<file path="src/hdl/sbfd_pkg.sv">
// Package for the SBUS frame decoder: frame constants, the frame event type
// passed from the assembler to the result emitter, and the footer check.
// No dependencies.
package sbfd_pkg;

  localparam int unsigned StoreDepth = 24;
  localparam int unsigned PosW       = 5;
  localparam int unsigned NumChan    = 16;
  localparam int unsigned ChanW      = 11;
  localparam int unsigned IdxW       = 4;

  localparam logic [PosW-1:0] FooterPos = 5'd24;
  localparam logic [PosW-1:0] IdlePos   = 5'd25;

  localparam logic [7:0] HeaderByte = 8'h0F;
  localparam logic [7:0] FooterA    = 8'h00;
  localparam logic [7:0] FooterB    = 8'h20;
  localparam logic [7:0] FooterC    = 8'h28;
  localparam logic [7:0] FooterD    = 8'h24;

  localparam logic [ChanW-1:0] BadCh0 = 11'h07C;

  localparam logic [1:0] StatusOk       = 2'd0;
  localparam logic [1:0] StatusFailLost = 2'd3;

  localparam logic [IdxW-1:0] LastChan = 4'd15;

  typedef logic [NumChan-1:0][ChanW-1:0] chan_vec_t;

  typedef struct packed {
    logic       valid;
    logic       framing_ok;
    logic       accept;
    logic [1:0] status;
    logic       dig_a;
    logic       dig_b;
    chan_vec_t  chans;
  } frame_evt_t;

  function automatic logic footer_ok(input logic [7:0] f);
    footer_ok = (f == FooterA) || (f == FooterB) || (f == FooterC) || (f == FooterD);
  endfunction

endpackage

</file>
<file path="src/hdl/sbus_frame_decoder.sv">
// SBUS 16-channel frame decoder top level: byte assembler and result emitter.
// Depends on sbfd_pkg, sbfd_assembler and sbfd_emitter.
//
//   channel | direction | handshake               | payload
//   in      | sink      | in_valid_i / in_stall_o | frame_byte_i, first_byte_i
//   out     | source    | out_valid_o/out_stall_i | accepted_o .. last_of_frame_o
//
// One byte beat is taken per cycle when not stalled. The footer beat loads a
// frame snapshot register, then the emitter sends one or sixteen result beats,
// one per cycle when not stalled, through its output register. The input stalls
// only at the footer position while the emitter is busy with the previous frame.
// Reset is asynchronous and active low; the decoder then waits for a first byte.
// A stalled output holds its beat while a new byte beat is still taken.
module sbus_frame_decoder (
  input  logic        clk_i,
  input  logic        rst_ni,
  input  logic        in_valid_i,
  output logic        in_stall_o,
  input  logic [7:0]  frame_byte_i,
  input  logic        first_byte_i,
  output logic        out_valid_o,
  input  logic        out_stall_i,
  output logic        accepted_o,
  output logic        status_written_o,
  output logic [1:0]  signal_status_o,
  output logic [3:0]  channel_index_o,
  output logic [10:0] channel_value_o,
  output logic        digital_a_o,
  output logic        digital_b_o,
  output logic        last_of_frame_o
);

  sbfd_pkg::frame_evt_t evt;
  logic                 busy;

  sbfd_assembler u_assembler (
    .clk_i        (clk_i),
    .rst_ni       (rst_ni),
    .in_valid_i   (in_valid_i),
    .in_stall_o   (in_stall_o),
    .frame_byte_i (frame_byte_i),
    .first_byte_i (first_byte_i),
    .busy_i       (busy),
    .evt_o        (evt)
  );

  sbfd_emitter u_emitter (
    .clk_i            (clk_i),
    .rst_ni           (rst_ni),
    .evt_i            (evt),
    .busy_o           (busy),
    .out_valid_o      (out_valid_o),
    .out_stall_i      (out_stall_i),
    .accepted_o       (accepted_o),
    .status_written_o (status_written_o),
    .signal_status_o  (signal_status_o),
    .channel_index_o  (channel_index_o),
    .channel_value_o  (channel_value_o),
    .digital_a_o      (digital_a_o),
    .digital_b_o      (digital_b_o),
    .last_of_frame_o  (last_of_frame_o)
  );

endmodule

</file>
<file path="src/hdl/sbfd_assembler.sv">
// Frame assembler: keeps bytes 0 to 23 of the frame in flip-flops, tracks the
// byte position and checks the frame when the footer beat arrives.
// Depends on sbfd_pkg.
module sbfd_assembler (
  input  logic                 clk_i,
  input  logic                 rst_ni,
  input  logic                 in_valid_i,
  output logic                 in_stall_o,
  input  logic [7:0]           frame_byte_i,
  input  logic                 first_byte_i,
  input  logic                 busy_i,
  output sbfd_pkg::frame_evt_t evt_o
);

  logic [sbfd_pkg::StoreDepth-1:0][7:0] store_q;
  logic [sbfd_pkg::PosW-1:0]            pos_q, pos_d, pos_eff;
  logic                                 take;
  logic                                 wr_en;
  logic [1:0]                           status;
  logic                                 framing_ok;
  logic                                 bad_pattern;
  sbfd_pkg::chan_vec_t                  chans;

  assign in_stall_o = busy_i && (pos_q == sbfd_pkg::FooterPos);
  assign take       = in_valid_i && !in_stall_o;
  assign pos_eff    = first_byte_i ? '0 : pos_q;
  assign wr_en      = take && (pos_eff < sbfd_pkg::FooterPos);

  always_comb begin
    pos_d = pos_q;
    if (take) begin
      if (pos_eff < sbfd_pkg::FooterPos) begin
        pos_d = pos_eff + 5'd1;
      end else begin
        pos_d = sbfd_pkg::IdlePos;
      end
    end
  end

  always_ff @(posedge clk_i or negedge rst_ni) begin
    if (!rst_ni) begin
      pos_q <= sbfd_pkg::IdlePos;
    end else begin
      pos_q <= pos_d;
    end
  end

  always_ff @(posedge clk_i) begin
    if (wr_en) begin
      store_q[pos_eff] <= frame_byte_i;
    end
  end

  // Channel bits run LSB first through bytes 1 to 22.
  assign chans = store_q[22:1];

  assign status      = store_q[23][3:2];
  assign framing_ok  = (store_q[0] == sbfd_pkg::HeaderByte) && sbfd_pkg::footer_ok(frame_byte_i);
  assign bad_pattern = (chans[0] == sbfd_pkg::BadCh0) && (chans[1] == '0);

  always_comb begin
    evt_o.valid      = take && (pos_eff == sbfd_pkg::FooterPos);
    evt_o.framing_ok = framing_ok;
    evt_o.accept     = ((status == sbfd_pkg::StatusOk) || (status == sbfd_pkg::StatusFailLost))
                       && !bad_pattern;
    evt_o.status     = status;
    evt_o.dig_a      = store_q[23][0];
    evt_o.dig_b      = store_q[23][1];
    evt_o.chans      = chans;
  end

endmodule

</file>
<file path="src/hdl/sbfd_emitter.sv">
// Result emitter: snapshots a checked frame and sends one or sixteen result
// beats through a registered output stage.
// Depends on sbfd_pkg.
module sbfd_emitter (
  input  logic                 clk_i,
  input  logic                 rst_ni,
  input  sbfd_pkg::frame_evt_t evt_i,
  output logic                 busy_o,
  output logic                 out_valid_o,
  input  logic                 out_stall_i,
  output logic                 accepted_o,
  output logic                 status_written_o,
  output logic [1:0]           signal_status_o,
  output logic [3:0]           channel_index_o,
  output logic [10:0]          channel_value_o,
  output logic                 digital_a_o,
  output logic                 digital_b_o,
  output logic                 last_of_frame_o
);

  logic                      busy_q, busy_d;
  logic [sbfd_pkg::IdxW-1:0] idx_q, idx_d;
  logic                      full_q;
  logic                      sw_q;
  logic [1:0]                st_q;
  logic                      da_q, db_q;
  sbfd_pkg::chan_vec_t       chans_q;

  logic                      out_valid_q, out_valid_d;
  logic                      acc_q, osw_q, oda_q, odb_q, olast_q;
  logic [1:0]                ost_q;
  logic [3:0]                oidx_q;
  logic [10:0]               oval_q;

  logic                      out_free;
  logic                      emit;
  logic                      last;

  assign out_free = !out_valid_q || !out_stall_i;
  assign emit     = busy_q && out_free;
  assign last     = !full_q || (idx_q == sbfd_pkg::LastChan);

  always_comb begin
    busy_d = busy_q;
    idx_d  = idx_q;
    if (evt_i.valid) begin
      busy_d = 1'b1;
      idx_d  = '0;
    end else if (emit) begin
      if (last) begin
        busy_d = 1'b0;
      end else begin
        idx_d = idx_q + 4'd1;
      end
    end
  end

  always_comb begin
    out_valid_d = out_valid_q;
    if (out_free) begin
      out_valid_d = busy_q;
    end
  end

  always_ff @(posedge clk_i or negedge rst_ni) begin
    if (!rst_ni) begin
      busy_q      <= 1'b0;
      out_valid_q <= 1'b0;
    end else begin
      busy_q      <= busy_d;
      out_valid_q <= out_valid_d;
    end
  end

  always_ff @(posedge clk_i) begin
    idx_q <= idx_d;
    if (evt_i.valid) begin
      full_q  <= evt_i.framing_ok && evt_i.accept;
      sw_q    <= evt_i.framing_ok;
      st_q    <= evt_i.framing_ok ? evt_i.status : 2'd0;
      da_q    <= evt_i.dig_a;
      db_q    <= evt_i.dig_b;
      chans_q <= evt_i.chans;
    end
    if (emit) begin
      acc_q   <= full_q;
      osw_q   <= sw_q;
      ost_q   <= st_q;
      oidx_q  <= full_q ? idx_q : 4'd0;
      oval_q  <= full_q ? chans_q[idx_q] : 11'd0;
      oda_q   <= full_q && da_q;
      odb_q   <= full_q && db_q;
      olast_q <= last;
    end
  end

  assign busy_o           = busy_q;
  assign out_valid_o      = out_valid_q;
  assign accepted_o       = acc_q;
  assign status_written_o = osw_q;
  assign signal_status_o  = ost_q;
  assign channel_index_o  = oidx_q;
  assign channel_value_o  = oval_q;
  assign digital_a_o      = oda_q;
  assign digital_b_o      = odb_q;
  assign last_of_frame_o  = olast_q;

endmodule
</file>
<file path="config.mk">
export PLATFORM = sky130hd
export DESIGN_NAME = sbus_frame_decoder
export DESIGN_NICKNAME = d
export VERILOG_FILES = /design/src/hdl/sbfd_pkg.sv /design/src/hdl/sbus_frame_decoder.sv /design/src/hdl/sbfd_assembler.sv /design/src/hdl/sbfd_emitter.sv
export SDC_FILE = /design/constraint.sdc
export NUM_CORES = 1
export LEC_CHECK = 0
export BUFFER_PORTS_ARGS = -buffer_cell sky130_fd_sc_hd__clkbuf_2
export CAP_MARGIN = 20
export CELL_PAD_IN_SITES_DETAIL_PLACEMENT = 1
export CELL_PAD_IN_SITES_GLOBAL_PLACEMENT = 2
export CORE_MARGIN = 5
export CORE_UTILIZATION = 25
export CTS_BUF_LIST = sky130_fd_sc_hd__clkbuf_4 sky130_fd_sc_hd__clkbuf_8 sky130_fd_sc_hd__clkbuf_16
export DETAILED_ROUTE_END_ITERATION = 8
export PLACE_DENSITY_LB_ADDON = 0.1
export SYNTH_ARGS = -nofsm -noshare
export SYNTH_HDL_FRONTEND = slang
export SYNTH_SLANG_ARGS = --single-unit
</file>
<file path="constraint.sdc">
create_clock -name clk_i -period 3.8 [get_ports clk_i]
set_input_delay 0.19 -clock clk_i [delete_from_list [all_inputs] [get_ports clk_i]]
set_output_delay 0.19 -clock clk_i [all_outputs]
set_load 0.05 [all_outputs]
</file>
Yosys cells after proc, flatten, opt, wreduce, memory -nomap -nowiden. Index checks and enable logic that the tools add are counted.

$add $sub $neg: 2. Magnitude comparators: 4. Eq/ne operators: 9. Mux-type cells: 10. Bitwise gates (word level): 1. Reductions and logical operators: 30.

Operators by type and width (count): bitwise mux 192 bit (1); binary-select mux 11 bit (select 4 bit) (1); demux 8 bit (select 5 bit) (1); equality test 8 x 6 -> 1 bit, second input constant (3); logical AND 1 bit (12); equality test 11 x 7 -> 1 bit, second input constant (1); zero test 11 bit (1); 2-to-1 mux 11 bit (1); equality test 5 bit, second input constant (2); 2-to-1 mux 5 bit (2); equality test 8 x 4 -> 1 bit, second input constant (1); zero test 8 bit (1); 2-to-1 mux 8 bit (1); logical OR 1 bit (6); less-than comparator 5 x 6 -> 1 bit, second input constant (1); adder 5 x 1 -> 5 bit, second input constant (1); greater-or-equal comparator 5 x 1 -> 1 bit, second input constant (1); zero test 1 bit (5); less-than comparator 4 x 5 -> 1 bit, second input constant (1); less-than comparator 5 bit, second input constant (1); adder 4 x 1 -> 4 bit, second input constant (1); equality test 4 bit, second input constant (1); AND reduction 2 bit (2); nonzero test 2 bit (2); other kinds (4) (6).

Register bits after elaboration: 407. Bits of input ports: 13. Output and inout bits: 24.

Longest topological paths before layout. Gate-level depths: netlist (run 1).

Word-level depth: 7. Gate-level depth with buffers: 8. Mapped depth without buffers: 7.

Modules after synthesis. From an unflattened synthesis (run 1), not the netlist that was laid out.

Cell total of the unflattened synthesis: 885. Area total of the unflattened synthesis: 15626.2 sq um.

By module, submodules not included: sbfd_emitter (instances 1, cells an instance 421, area each 7967.6 sq um, sequential area each 6256.0 sq um); sbfd_assembler (instances 1, cells an instance 464, area each 7658.6 sq um, sequential area each 5774.3 sq um).

Worst setup path before layout (run 1). Ideal clock, no wire load.

Path type: reg2reg. Start: register u_assembler.pos_q[3] in the netlist's numbering. End: register u_emitter.chans_q[0] in the netlist's numbering (enable). Library setup time: 0.462 ns. Arrival time: 3.199 ns. Required time: 3.338 ns. Slack: 0.139 ns. Stages on the path, launching flop included: 6. Path through: dfstp_2 > buf_4 > nand3b_4 > a21oi_1 > and4_1 > buf_2.

RTL lines: start: declaration (RTL line sbfd_assembler.sv:16) `logic [sbfd_pkg::PosW-1:0] pos_q, pos_d, pos_eff;`; start signal: assignment (RTL line sbfd_assembler.sv:42) `pos_q <= sbfd_pkg::IdlePos;`; start signal: assignment (RTL line sbfd_assembler.sv:44) `pos_q <= pos_d;`; end signal: assignment (RTL line sbfd_emitter.sv:83) `chans_q <= evt_i.chans;`; end: declaration (RTL line sbfd_emitter.sv:27) `sbfd_pkg::chan_vec_t chans_q;`.

Final worst setup path (run 1).
Start: register u_assembler.pos_q[0] in the netlist's numbering. End: register u_assembler.store_q, in the netlist u_assembler.evt_o[54] (enable).

Word-level cells in the longest chain between the ends: 5. Elaborated cells between the ends (all ways): 7.

RTL lines: branches (longest 4 deep; another with less-than comparator 5 bit); logical AND 1 bit * (RTL line sbfd_assembler.sv:27) `assign wr_en = take && (pos_eff < sbfd_pkg::FooterPos);`; end signal: indexed assignment (RTL line sbfd_assembler.sv:50) `store_q[pos_eff] <= frame_byte_i;`; end: declaration (RTL line sbfd_assembler.sv:15) `logic [sbfd_pkg::StoreDepth-1:0][7:0] store_q;`.

Every way passes the cells marked *. A chain may end at the register's enable or synchronous reset.

==> flow_metrics.py, run 1 <==
metrics = {
    "run_status": {
        "status": "finished clean",
    },
    "routing": {
        "met1_length_mm": 17.93,
        "first_iter_violations": 483,
        "dr_wl_met2_mm": 18.73,
        "wl_per_cell_um": 24.43,
        "via_count": 6721,
        "ant_nets": 0,
        "drc": 0,
        "viasPerCell": 4.211,
        "routed_wl_mm": 38.99,
        "dr_wl_met3_mm": 1.457,
        "top_layer": "met4",
        "drt_pass1_iterations": 4,
    },
    "yosys": {
        "syn-cell-area_sq_um": 14320,
        "avgSynthCellArea_sq_um": 20.29,
        "synth_top_flop_cell": "edfxtp_1",
        "seq_area_frac_synth": 0.8400,
        "synth_top_area_frac": 0.8219,
        "synth.most_common_cell": "edfxtp_1",
        "synth_edf_count": 392,
        "synth_common_cells": "edfxtp_1 (392), mux2i_1 (69), nor2_1 (37), a22oi_1 (34)",
        "async_flop_share": 0.01737,
        "synth_cell_types": 45,
        "synth_area_leaders": "edfxtp_1 (82%), mux2i_1 (4.8%), a22oi_1 (1.8%)",
        "yosys_warnings": 0,
        "synth_top_cell_by_area": "edfxtp_1",
        "syn-num-nets": 724,
        "ys_ff_latch": 403,
        "syn_inst": 706,
    },
    "sta": {
        "post-route-period-util": 0.6863,
        "slew_violations": 0,
        "setup_viol": 0,
        "slew_headroom": 0.3839,
        "layout_min_cycle_time_ns": 2.608,
        "rsz0062_at_grt": "false",
        "tightest_slew_ns": 0.9241,
        "fmax_mhz": 383.5,
        "hold_viol_final": 0,
        "fin_tns_setup_ns": 0,
        "skew_ns": 0.01051,
    },
    "worst_setup_path": {
        "critPathCaptureType": "flip-flop",
        "slowest_delay_ns": 0.81,
        "reg2reg_depth": 5,
        "crit_arrival_ns": 2.79,
        "crit_type": "reg -> reg",
        "crit_chain": "nand2_1 -> inv_1 -> ha_1 -> nand4_1 -> nor2_1",
        "startpoint_type": "flip-flop",
        "rrSetupSlack_ns": 1.19,
        "r2r_end": "u_assembler.evt_o[54]$_DFFE_PP_",
        "crit_required_ns": 3.99,
        "reg2reg_from": "u_assembler.pos_q[0]$_DFFE_PN1P_",
        "worstPathMaxFanout": 8,
        "cp_slowest_cell": "nor2_1",
    },
    "floorplan": {
        "ios": 37,
        "rows": 87,
        "die_height_um": 249.3,
        "die_width_um": 249.3,
        "die_area_sq_um": 62170,
        "coreArea_sq_um": 56600,
        "start_util": 0.2530,
    },
    "power": {
        "pwr-share-clk": 0.460,
        "report.power.total_uw": 9454,
        "sw_frac_of_total": 0.2029,
        "p_int_uw": 7535,
        "p_sw_uw": 1919,
        "p_comb_frac": 0.020,
        "power.density_nw_per_um2": 551.3,
        "leakage_uw": 0.005440,
        "irDropWorstVdd_v": 0.0002704,
        "seq_power_share": 0.521,
    },
    "finish": {
        "fillers": 5757,
        "stdcell_count": 1596,
        "drive_above_1_share": 0.1943,
        "syn_to_final_growth_pct": 19.74,
        "fin_nets": 823,
    },
    "clock_network": {
        "h-tree-depth": 2,
        "path_clk_slew_ns": 0.06,
        "cts_tree": "built",
        "root_buffer": "clkbuf_16",
        "clk_latency_ns": 0.57,
        "numCtsBuffers": 46,
        "clk_path_buf_depth": 3,
        "cts.sinks": 403,
        "post_cts_resized": 0,
    },
    "worst_hold_path": {
        "hold_class": "in -> async",
    },
    "grt": {
        "grt_max_degree": 60,
        "grt_overflow": 0,
        "antenna_found_initial": 2,
        "grtUsageTotal": 0.1244,
        "grt_first_pass_wirelength_mm": 56.00,
        "grt_pass1_vias": 7541,
    },
    "placed_design": {
        "routabilityCongestion": 0.7207,
        "hpwl_mm": 24.16,
        "placed_cells": 1506,
        "port-buffer-count": 36,
    },
    "run": {
        "cap_violations": 0,
    },
}
kinds of logic after synthesis:
family | Yosys count | share of synthesized area
muxes | 79 | 0.06395
adders and majority gates | 5 | 0.004368
and+or+nand+nor | 128 | 0.04770
AOI/OAI and AO/OA | 53 | 0.02647
DFF | 403 | 0.8400
buffers and inverters | 33 | 0.01442
xor gates and xnor gates | 5 | 0.003058
layer usage:
layer | up-vias | global-route usage
li1 | 3007 | -
met1 | 3530 | 0.1715
met2 | 119 | 0.2029
met3 | 65 | 0.02454
met4 | 0 | 0.03214
met5 | - | 0
how the worst max path moves through the flow:
stage                                startpoint                              end  slack [ns]
2_1_floorplan  u_assembler.pos_q[3]$_DFFE_PN1P_   u_emitter.chans_q[0]$_DFFE_PP_        0.14
3_3_place_gp   u_assembler.pos_q[0]$_DFFE_PN1P_  u_assembler.evt_o[54]$_DFFE_PP_        1.22
3_5_place_dp   u_assembler.pos_q[0]$_DFFE_PN1P_  u_assembler.evt_o[54]$_DFFE_PP_        1.13
4_1_cts        u_assembler.pos_q[0]$_DFFE_PN1P_  u_assembler.evt_o[54]$_DFFE_PP_        1.11
5_1_grt        u_assembler.pos_q[0]$_DFFE_PN1P_  u_assembler.evt_o[54]$_DFFE_PP_        0.98
6_report       u_assembler.pos_q[0]$_DFFE_PN1P_  u_assembler.evt_o[54]$_DFFE_PP_        1.19
registers in the layout (all words and copies together), names as in the netlist, 2 cells and up:
signal and count:
u_emitter.idx_q 4, u_emitter.st_q 2, u_assembler.store_q 8, u_emitter.channel_index_o 4, u_assembler.pos_q 5, u_emitter.signal_status_o 2
u_emitter.chans_q 176, u_assembler.evt_o 180, u_emitter.channel_value_o 11
metrics by stage:
stage | hold slack [ns] | setup slack (ns) | utilization | instance area (sq um)
6_report | 0.1424 | 1.192 | 0.3029 | 17150
4_1_cts | 0.1033 | 1.108 | 0.3029 | 17150
3_5_place_dp | 0.04296 | 1.126 | 0.2753 | 15580
2_1_floorplan | -0.1056 | 0.1386 | - | 14320
5_1_grt | 0.1406 | 0.9829 | 0.3029 | 17150
3_3_place_gp | 0.03903 | 1.222 | 0.2751 | 15570
placed cells by master, fill, tap and decap left out, types with 4 or more instances in the layout:
cell             n
clkbuf_4         8
dlygate4sd3_1    7
ha_1             5
clkinv_2         7
nor2b_1          4
mux2i_1         69
buf_4           30
dfrtp_1          4
clkbuf_16       49
nor2_1          37
nand2_1         22
inv_1            7
a21oi_1          6
and2_1           9
nand3_1         22
nand4_1          9
clkinv_1        10
nand2b_1         8
edfxtp_1       392
a22oi_1         34
mux4_2          10
clkbuf_2        36
worst max-delay path: cells and delay by family (launching register included):
| kind | cells | cell delay [ns] |
|---|---|---|
| buffers and inverters | 1 | 0.13 |
| adder cells (fa/ha/maj) | 1 | 0.29 |
| AND/OR/NAND/NOR | 3 | 1.26 |
| flip-flops | 1 | 0.55 |
power groups by stage:
stage	Combinational (uW)	Sequential, uW	Clock (uW)
6_report	184	4920	4350
5_1_grt	204	4920	4710
4_1_cts	195	4920	4510
3_5_place_dp	189	5010	0
3_3_place_gp	188	5010	0
2_1_floorplan	84.9	4990	0
what timing repair did:
action | CTS | global route
setup buffers | 0 | 0
hold buffers | 7 | 0
endpoints found under the hold margin | 14 | 0
layout make-up:
type	instances	area, sq um	share of cell area
diodes	1	2.502	0.0001459
clock buffers	57	1286	0.07501
clock inverters	25	203.9	0.01189
inverters	7	26.28	0.001532
multi-input cells	270	2098	0.1224
flip-flops and latches	403	12030	0.7018
well taps	756	945.9	0.05516
repair buffers	77	550.5	0.03211
Note: power is estimated with default switching activity, not from simulation.
==> inputs of run 2 (changes only) <==
Settings changed: ABC_AREA set to 1.
Clock period 3.8 ns to 2.4 ns, I/O delays scaled along.
==> run 2 against run 1 <==
Clock skew grew 0.011 ns. Largest cell class unchanged. Hold slack lost 0.042 ns. Global-route usage grew 0.85 points. Worst setup slack lost 0.95 ns. First-iteration DRC count shrank 19%. Sequential cell count is the same. Via count grew 22%. Sequential power grew 58%. Utilization grew 0.28 points. Combinational power grew to 4.2 times the previous value. Maximum frequency grew 21%.
==> flow_metrics.py, run 2 <==
metrics = {
    "floorplan": {
        "coreArea_sq_um": 59020,
        "ios": 37,
        "rows": 89,
        "start_util": 0.2528,
        "die_area_sq_um": 64670,
        "die_width_um": 254.3,
        "die_height_um": 254.3,
    },
    "grt": {
        "grt_overflow": 0,
        "grt_max_degree": 48,
        "grt_pass1_vias": 8615,
        "grt_first_pass_wirelength_mm": 61.53,
        "antenna_found_initial": 3,
        "grtUsageTotal": 0.1328,
    },
    "clock_network": {
        "postCtsSetupRepairBufs": 0,
        "path_clk_slew_ns": 0.06,
        "clk_latency_ns": 0.57,
        "post_cts_resized": 0,
        "cts_tree": "built",
        "cts.sinks": 403,
        "numCtsBuffers": 47,
        "root_buffer": "clkbuf_16",
        "clk_path_buf_depth": 3,
        "h-tree-depth": 2,
    },
    "yosys": {
        "yosys_warnings": 0,
        "synth_top_family_by_area": "simple AND/OR/NAND/NOR gates",
        "synth_cell_types": 30,
        "syn-num-nets": 1095,
        "synth_edf_count": 392,
        "synth_top_area_frac": 0.7889,
        "seq_area_frac_synth": 0.8063,
        "synth_top_cell_by_area": "edfxtp_1",
        "synth_common_cells": "edfxtp_1 (392), nand2_1 (295), nand3_1 (121), inv_1 (118), nor2_1 (48)",
        "synth_compound_area_frac": 0.007799,
        "synth_top_flop_cell": "edfxtp_1",
        "synthMuxAreaShare": 0,
        "synth_area_leaders": "edfxtp_1 (79%), nand2_1 (7.4%), nand3_1 (4.1%)",
        "synth.most_common_cell": "edfxtp_1",
        "ys_ff_latch": 403,
        "syn-cell-area_sq_um": 14920,
        "synth_xor_area_frac": 0.002348,
        "synth_fa_ha_area_frac": 0.004193,
        "avgSynthCellArea_sq_um": 13.85,
        "yosys.area_share.simple": 0.1348,
        "async_flop_share": 0.01737,
        "syn_inst": 1077,
    },
    "routing": {
        "via_count": 8205,
        "drt_pass1_iterations": 4,
        "viasPerCell": 4.113,
        "routed_wl_mm": 42.75,
        "drc": 0,
        "wl_per_cell_um": 21.43,
        "ant_nets": 0,
        "first_iter_violations": 391,
    },
    "sta": {
        "fin_tns_setup_ns": 0,
        "skew_ns": 0.02143,
        "setup_viol": 0,
        "tightest_slew_ns": 0.5514,
        "rsz0062_at_grt": "false",
        "layout_min_cycle_time_ns": 2.162,
        "slew_violations": 0,
        "fmax_mhz": 462.6,
        "slew_headroom": 0.6324,
        "hold_viol_final": 0,
        "post-route-period-util": 0.9008,
        "holdWs_ns": 0.1007,
    },
    "worst_setup_path": {
        "slowest_delay_ns": 0.56,
        "path_depth": 7,
        "startpoint_type": "flip-flop",
        "crit_chain": "inv_2 -> nor2_2 -> nand2_1 -> nor2_1 -> nand2_2 -> inv_8 -> buf_4",
        "crit_family": "buffers and inverters",
        "crit_arrival_ns": 2.42,
        "reg2reg_depth": 7,
        "worstPathMaxFanout": 44,
        "crit_required_ns": 2.66,
        "cp_slowest_cell": "dfstp_2",
        "crit_type": "reg -> reg",
        "cp.buffers_inverters": 3,
        "critPathCaptureType": "flip-flop",
    },
    "finish": {
        "diodes": 0,
        "largest_reg_flops": 180,
        "fin_nets": 1204,
        "syn_to_final_growth_pct": 20.93,
        "drive_above_1_share": 0.1563,
        "final_cell_mix": "edfxtp_1 (392), nand2_1 (295), nand3_1 (121), inv_1 (118), clkbuf_16 (49)",
        "final_common_cell": "edfxtp_1",
    },
    "worst_hold_path": {
        "hold_class": "in -> reg",
        "holdPathStages": 4,
    },
    "placed_design": {
        "hpwl_mm": 26.74,
        "port-buffer-count": 36,
        "routabilityCongestion": 0.7330,
    },
    "power": {
        "power.density_nw_per_um2": 875.8,
        "leakage_uw": 0.006732,
        "irDropWorstVdd_v": 0.0004072,
    },
    "run": {
        "cap_violations": 0,
    },
    "run_status": {
        "status": "finished clean",
    },
}
## run 2: final timing paths
path / from / to / slack (ns)
min in group asynchronous: rst_ni / u_assembler.pos_q[0]$_DFFE_PN1P_ / 0.12
max in group asynchronous: rst_ni / u_emitter.busy_o$_DFFE_PN0P_ / 1.47
max reg2reg: u_assembler.pos_q[3]$_DFFE_PN1P_ / u_emitter.chans_q[83]$_DFFE_PP_ / 0.24
min: first_byte_i / u_assembler.pos_q[3]$_DFFE_PN1P_ / 0.10
max: u_assembler.pos_q[3]$_DFFE_PN1P_ / u_emitter.chans_q[83]$_DFFE_PP_ / 0.24
min reg2reg: u_assembler.evt_o[96]$_DFFE_PP_ / u_emitter.chans_q[96]$_DFFE_PP_ / 0.41
## run 2: cell type report
| type | count | area, sq um |
|---|---|---|
| clock buffer | 60 | 1309 |
| tap | 773 | 967.2 |
| clock inverter | 25 | 274.0 |
| fill | 6278 | 40980 |
| sequential | 403 | 12040 |
| timing repair buffer | 97 | 750.7 |
| inverter | 124 | 474.2 |
| multi-input combinational | 513 | 2233 |
## run 2: what timing repair did
item                                   in CTS  in global routing
hold buffers                                4                  1
endpoints found under the hold margin      10                  1
setup endpoints to repair                   0                  0
## run 2: kinds of logic after synthesis
group           after synthesis
simple gates                483
flops                       403
xor+xnor                      4
compound gates               21
buf+inv                     161
fa+ha+maj                     5
## run 2: routing by layer
metal,vias to the layer above,share of wire,GRT usage
met5,-,0,0
met4,0,0.020,0.03544
met3,63,0.043,0.02274
met2,132,0.47,0.2173
met1,4111,0.47,0.1846
li1,3899,-,-
## run 2: power breakdown
| part | internal [uW] | switching (uW) | total (uW) |
|---|---|---|---|
| registers | 7740 | 33.2 | 7770 |
| logic | 192 | 572 | 764 |
| clock network | 4490 | 2780 | 7270 |
| total | 12400 | 3390 | 15800 |
## run 2: metrics by stage
step	power, uW	std cells	setup slack, ns	utilization	area [sq um]
global route	16440	1995	0.08185	0.3057	18040
detailed placement	8720	1905	0.1796	0.2781	16410
global placement	8721	1905	0.2534	0.2781	16410
floorplan	8271	1077	0.06129	-	14930
CTS	16110	1994	0.1783	0.3056	18030
finish	15800	1995	0.2382	0.3057	18040
## run 2: worst register-to-register path, stage by stage (launching register included)
cell and delay, ns:
dfstp_2 0.56, inv_2 0.05, nor2_2 0.16, nand2_1 0.14, nor2_1 0.16, nand2_2 0.14, inv_8 0.30, buf_4 0.35
==> inputs of run 3 (changes only) <==
Settings changed: ABC_AREA 1 to not set.
==> run 3 against run 2 <==
Die area is 3.9% lower. Worst setup slack lost 0.060 ns. Maximum frequency fell by 2.7%. Cell count decreased by 18%. Combinational power decreased by 57%. Routed wire length decreased by 8.1%. Non-clock buffer count rose by 13. Largest power group unchanged.
==> flow_metrics.py, run 3 (synthesis gave the netlist of run 1 again) <==
metrics = {
    "floorplan": {
        "rows": 87,
        "die_height_um": 249.3,
        "die_area_sq_um": 62170,
        "coreArea_sq_um": 56600,
        "die_width_um": 249.3,
        "ios": 37,
        "start_util": 0.2530,
    },
    "sta": {
        "hold_viol_final": 0,
        "post-route-period-util": 0.9259,
        "fmax_mhz": 450.0,
        "rsz0062_at_grt": "false",
        "setup_viol": 0,
        "skew_ns": 0.02591,
        "fin_tns_setup_ns": 0,
        "tightest_slew_ns": 0.8666,
        "slew_violations": 0,
        "layout_min_cycle_time_ns": 2.222,
        "slew_headroom": 0.4201,
    },
    "grt": {
        "antenna_found_initial": 3,
        "grt_util_met1": 0.1685,
        "grt_pass1_vias": 7608,
        "met3_usage": 0.02892,
        "grt_busiest_layer": "met2",
        "grt_first_pass_wirelength_mm": 56.39,
        "grtUsageMet2": 0.2040,
        "grt_max_degree": 61,
        "grtUsageTotal": 0.1253,
        "grt_overflow": 0,
    },
    "power": {
        "report.power.total_uw": 14870,
        "p_comb_frac": 0.022,
        "p_sw_uw": 3083,
        "sw_frac_of_total": 0.2074,
        "irDropWorstVdd_v": 0.0004681,
        "p_int_uw": 11780,
        "seq_power_share": 0.523,
        "pwr-share-clk": 0.455,
        "leakage_uw": 0.005610,
        "power.density_nw_per_um2": 852.1,
    },
    "routing": {
        "routed_wl_mm": 39.27,
        "drc": 0,
        "wl_per_cell_um": 24.12,
        "viasPerCell": 4.210,
        "via_count": 6854,
        "ant_nets": 0,
        "first_iter_violations": 489,
        "drt_pass1_iterations": 4,
    },
    "finish": {
        "syn_to_final_growth_pct": 21.83,
        "drive_above_1_share": 0.2294,
        "largest_reg_flops": 180,
        "final_cell_mix": "edfxtp_1 (392), mux2i_1 (69), buf_4 (56), clkbuf_16 (46)",
        "final_common_cell": "edfxtp_1",
        "fillers": 5762,
        "regArea_sq_um": 12030,
        "multi_input_area_sq_um": 2101,
        "fin_nets": 856,
        "diodes": 0,
    },
    "worst_setup_path": {
        "worstPathMaxFanout": 8,
        "reg2reg_from": "u_assembler.pos_q[0]$_DFFE_PN1P_",
        "crit_required_ns": 2.65,
        "crit_arrival_ns": 2.48,
        "critPathCaptureType": "flip-flop",
        "crit_type": "reg -> reg",
        "crit_chain": "nand2_1 -> inv_1 -> ha_1 -> nand4_1 -> nor2_1 -> buf_4",
        "startpoint": "u_assembler.pos_q[0]$_DFFE_PN1P_",
        "slowest_delay_ns": 0.55,
        "startpoint_type": "flip-flop",
        "cp_slowest_cell": "dfstp_2",
    },
    "clock_network": {
        "clk_path_buf_depth": 3,
        "cts_tree": "built",
        "numCtsBuffers": 46,
        "cts.sinks": 403,
        "h-tree-depth": 2,
        "path_clk_slew_ns": 0.06,
        "clk_latency_ns": 0.57,
        "root_buffer": "clkbuf_16",
    },
    "placed_design": {
        "hpwl_mm": 24.83,
        "port-buffer-count": 36,
        "routabilityCongestion": 0.7551,
    },
    "worst_hold_path": {
        "hold_class": "in -> async",
    },
    "run": {
        "cap_violations": 0,
    },
    "run_status": {
        "status": "finished clean",
    },
}
-- run 3: cell count changes in the layout (fill, tap and decap cells not counted), sizes merged, moves of 10 or more --
cell and delta:
nor2 -14, inv -113, nand2 -279, nand3 -99, mux2i +69, a22oi +33
mux4 +10, buf +11
-- run 3: per-layer routing --
layer / wire (um) / vias up
met1: 17880 / 3589
met4: 1020 / 0
met3: 1800 / 62
li1: - / 3066
met5: 0 / -
met2: 18580 / 137
-- run 3: power by group through the flow --
stage | Sequential [uW] | Combinational [uW] | Clock, uW
final | 7780 | 327 | 6760
after detailed placement | 7930 | 329 | 0
after CTS | 7780 | 339 | 7010
after global routing | 7780 | 360 | 7310
after global placement | 7920 | 323 | 0
after floorplan | 7910 | 134 | 0
-- run 3: worst paths after layout --
check	to	slack, ns	depth (start not counted)
max reg2reg	u_assembler.evt_o[83]$_DFFE_PP_	0.18	6
max in group asynchronous	u_emitter.out_valid_o$_DFFE_PN0N_	1.62	3
min	u_assembler.pos_q[4]$_DFFE_PN1P_	0.10	2
min reg2reg	u_emitter.chans_q[27]$_DFFE_PP_	0.41	0
max	u_assembler.evt_o[83]$_DFFE_PP_	0.18	6
min in group clk_i	u_emitter.sw_q$_DFFE_PP_	0.10	3
-- run 3: layout make-up --
type                       instances  area share
sequential                       403      0.6897
inverter                           7    0.001506
timing repair buffer             110     0.05106
multi-input combinational        270      0.1204
tap                              756     0.05421
clock buffer                      55     0.06985
clock inverter                    27     0.01327
-- run 3: worst max-delay path, delay by kind of cell (launching register included) --
family                     cells  cell delay, ns
buffers and inverters          2            0.37
and+or+nand+nor                3            0.73
DFF                            1            0.55
adders and majority gates      1            0.27
-- run 3: metrics by stage --
stage | instance area [sq um] | setup slack (ns) | utilization | cells | hold slack (ns)
after floorplan | 14330 | 0.01366 | - | 706 | -0.1756
after global placement | 15930 | 0.1300 | 0.2813 | 1539 | -0.03105
after detailed placement | 15930 | 0.07266 | 0.2813 | 1539 | -0.02193
after CTS | 17450 | 0.06764 | 0.3082 | 1628 | 0.07376
after global routing | 17450 | 0.01793 | 0.3082 | 1628 | 0.08565
final | 17450 | 0.1778 | 0.3082 | 1628 | 0.1020
-- run 3: what timing repair did --
item,CTS,global route
setup buffers,0,0
endpoints found under the setup margin,0,4
resized for setup,0,1
hold buffers,7,0
endpoints found under the hold margin,29,0
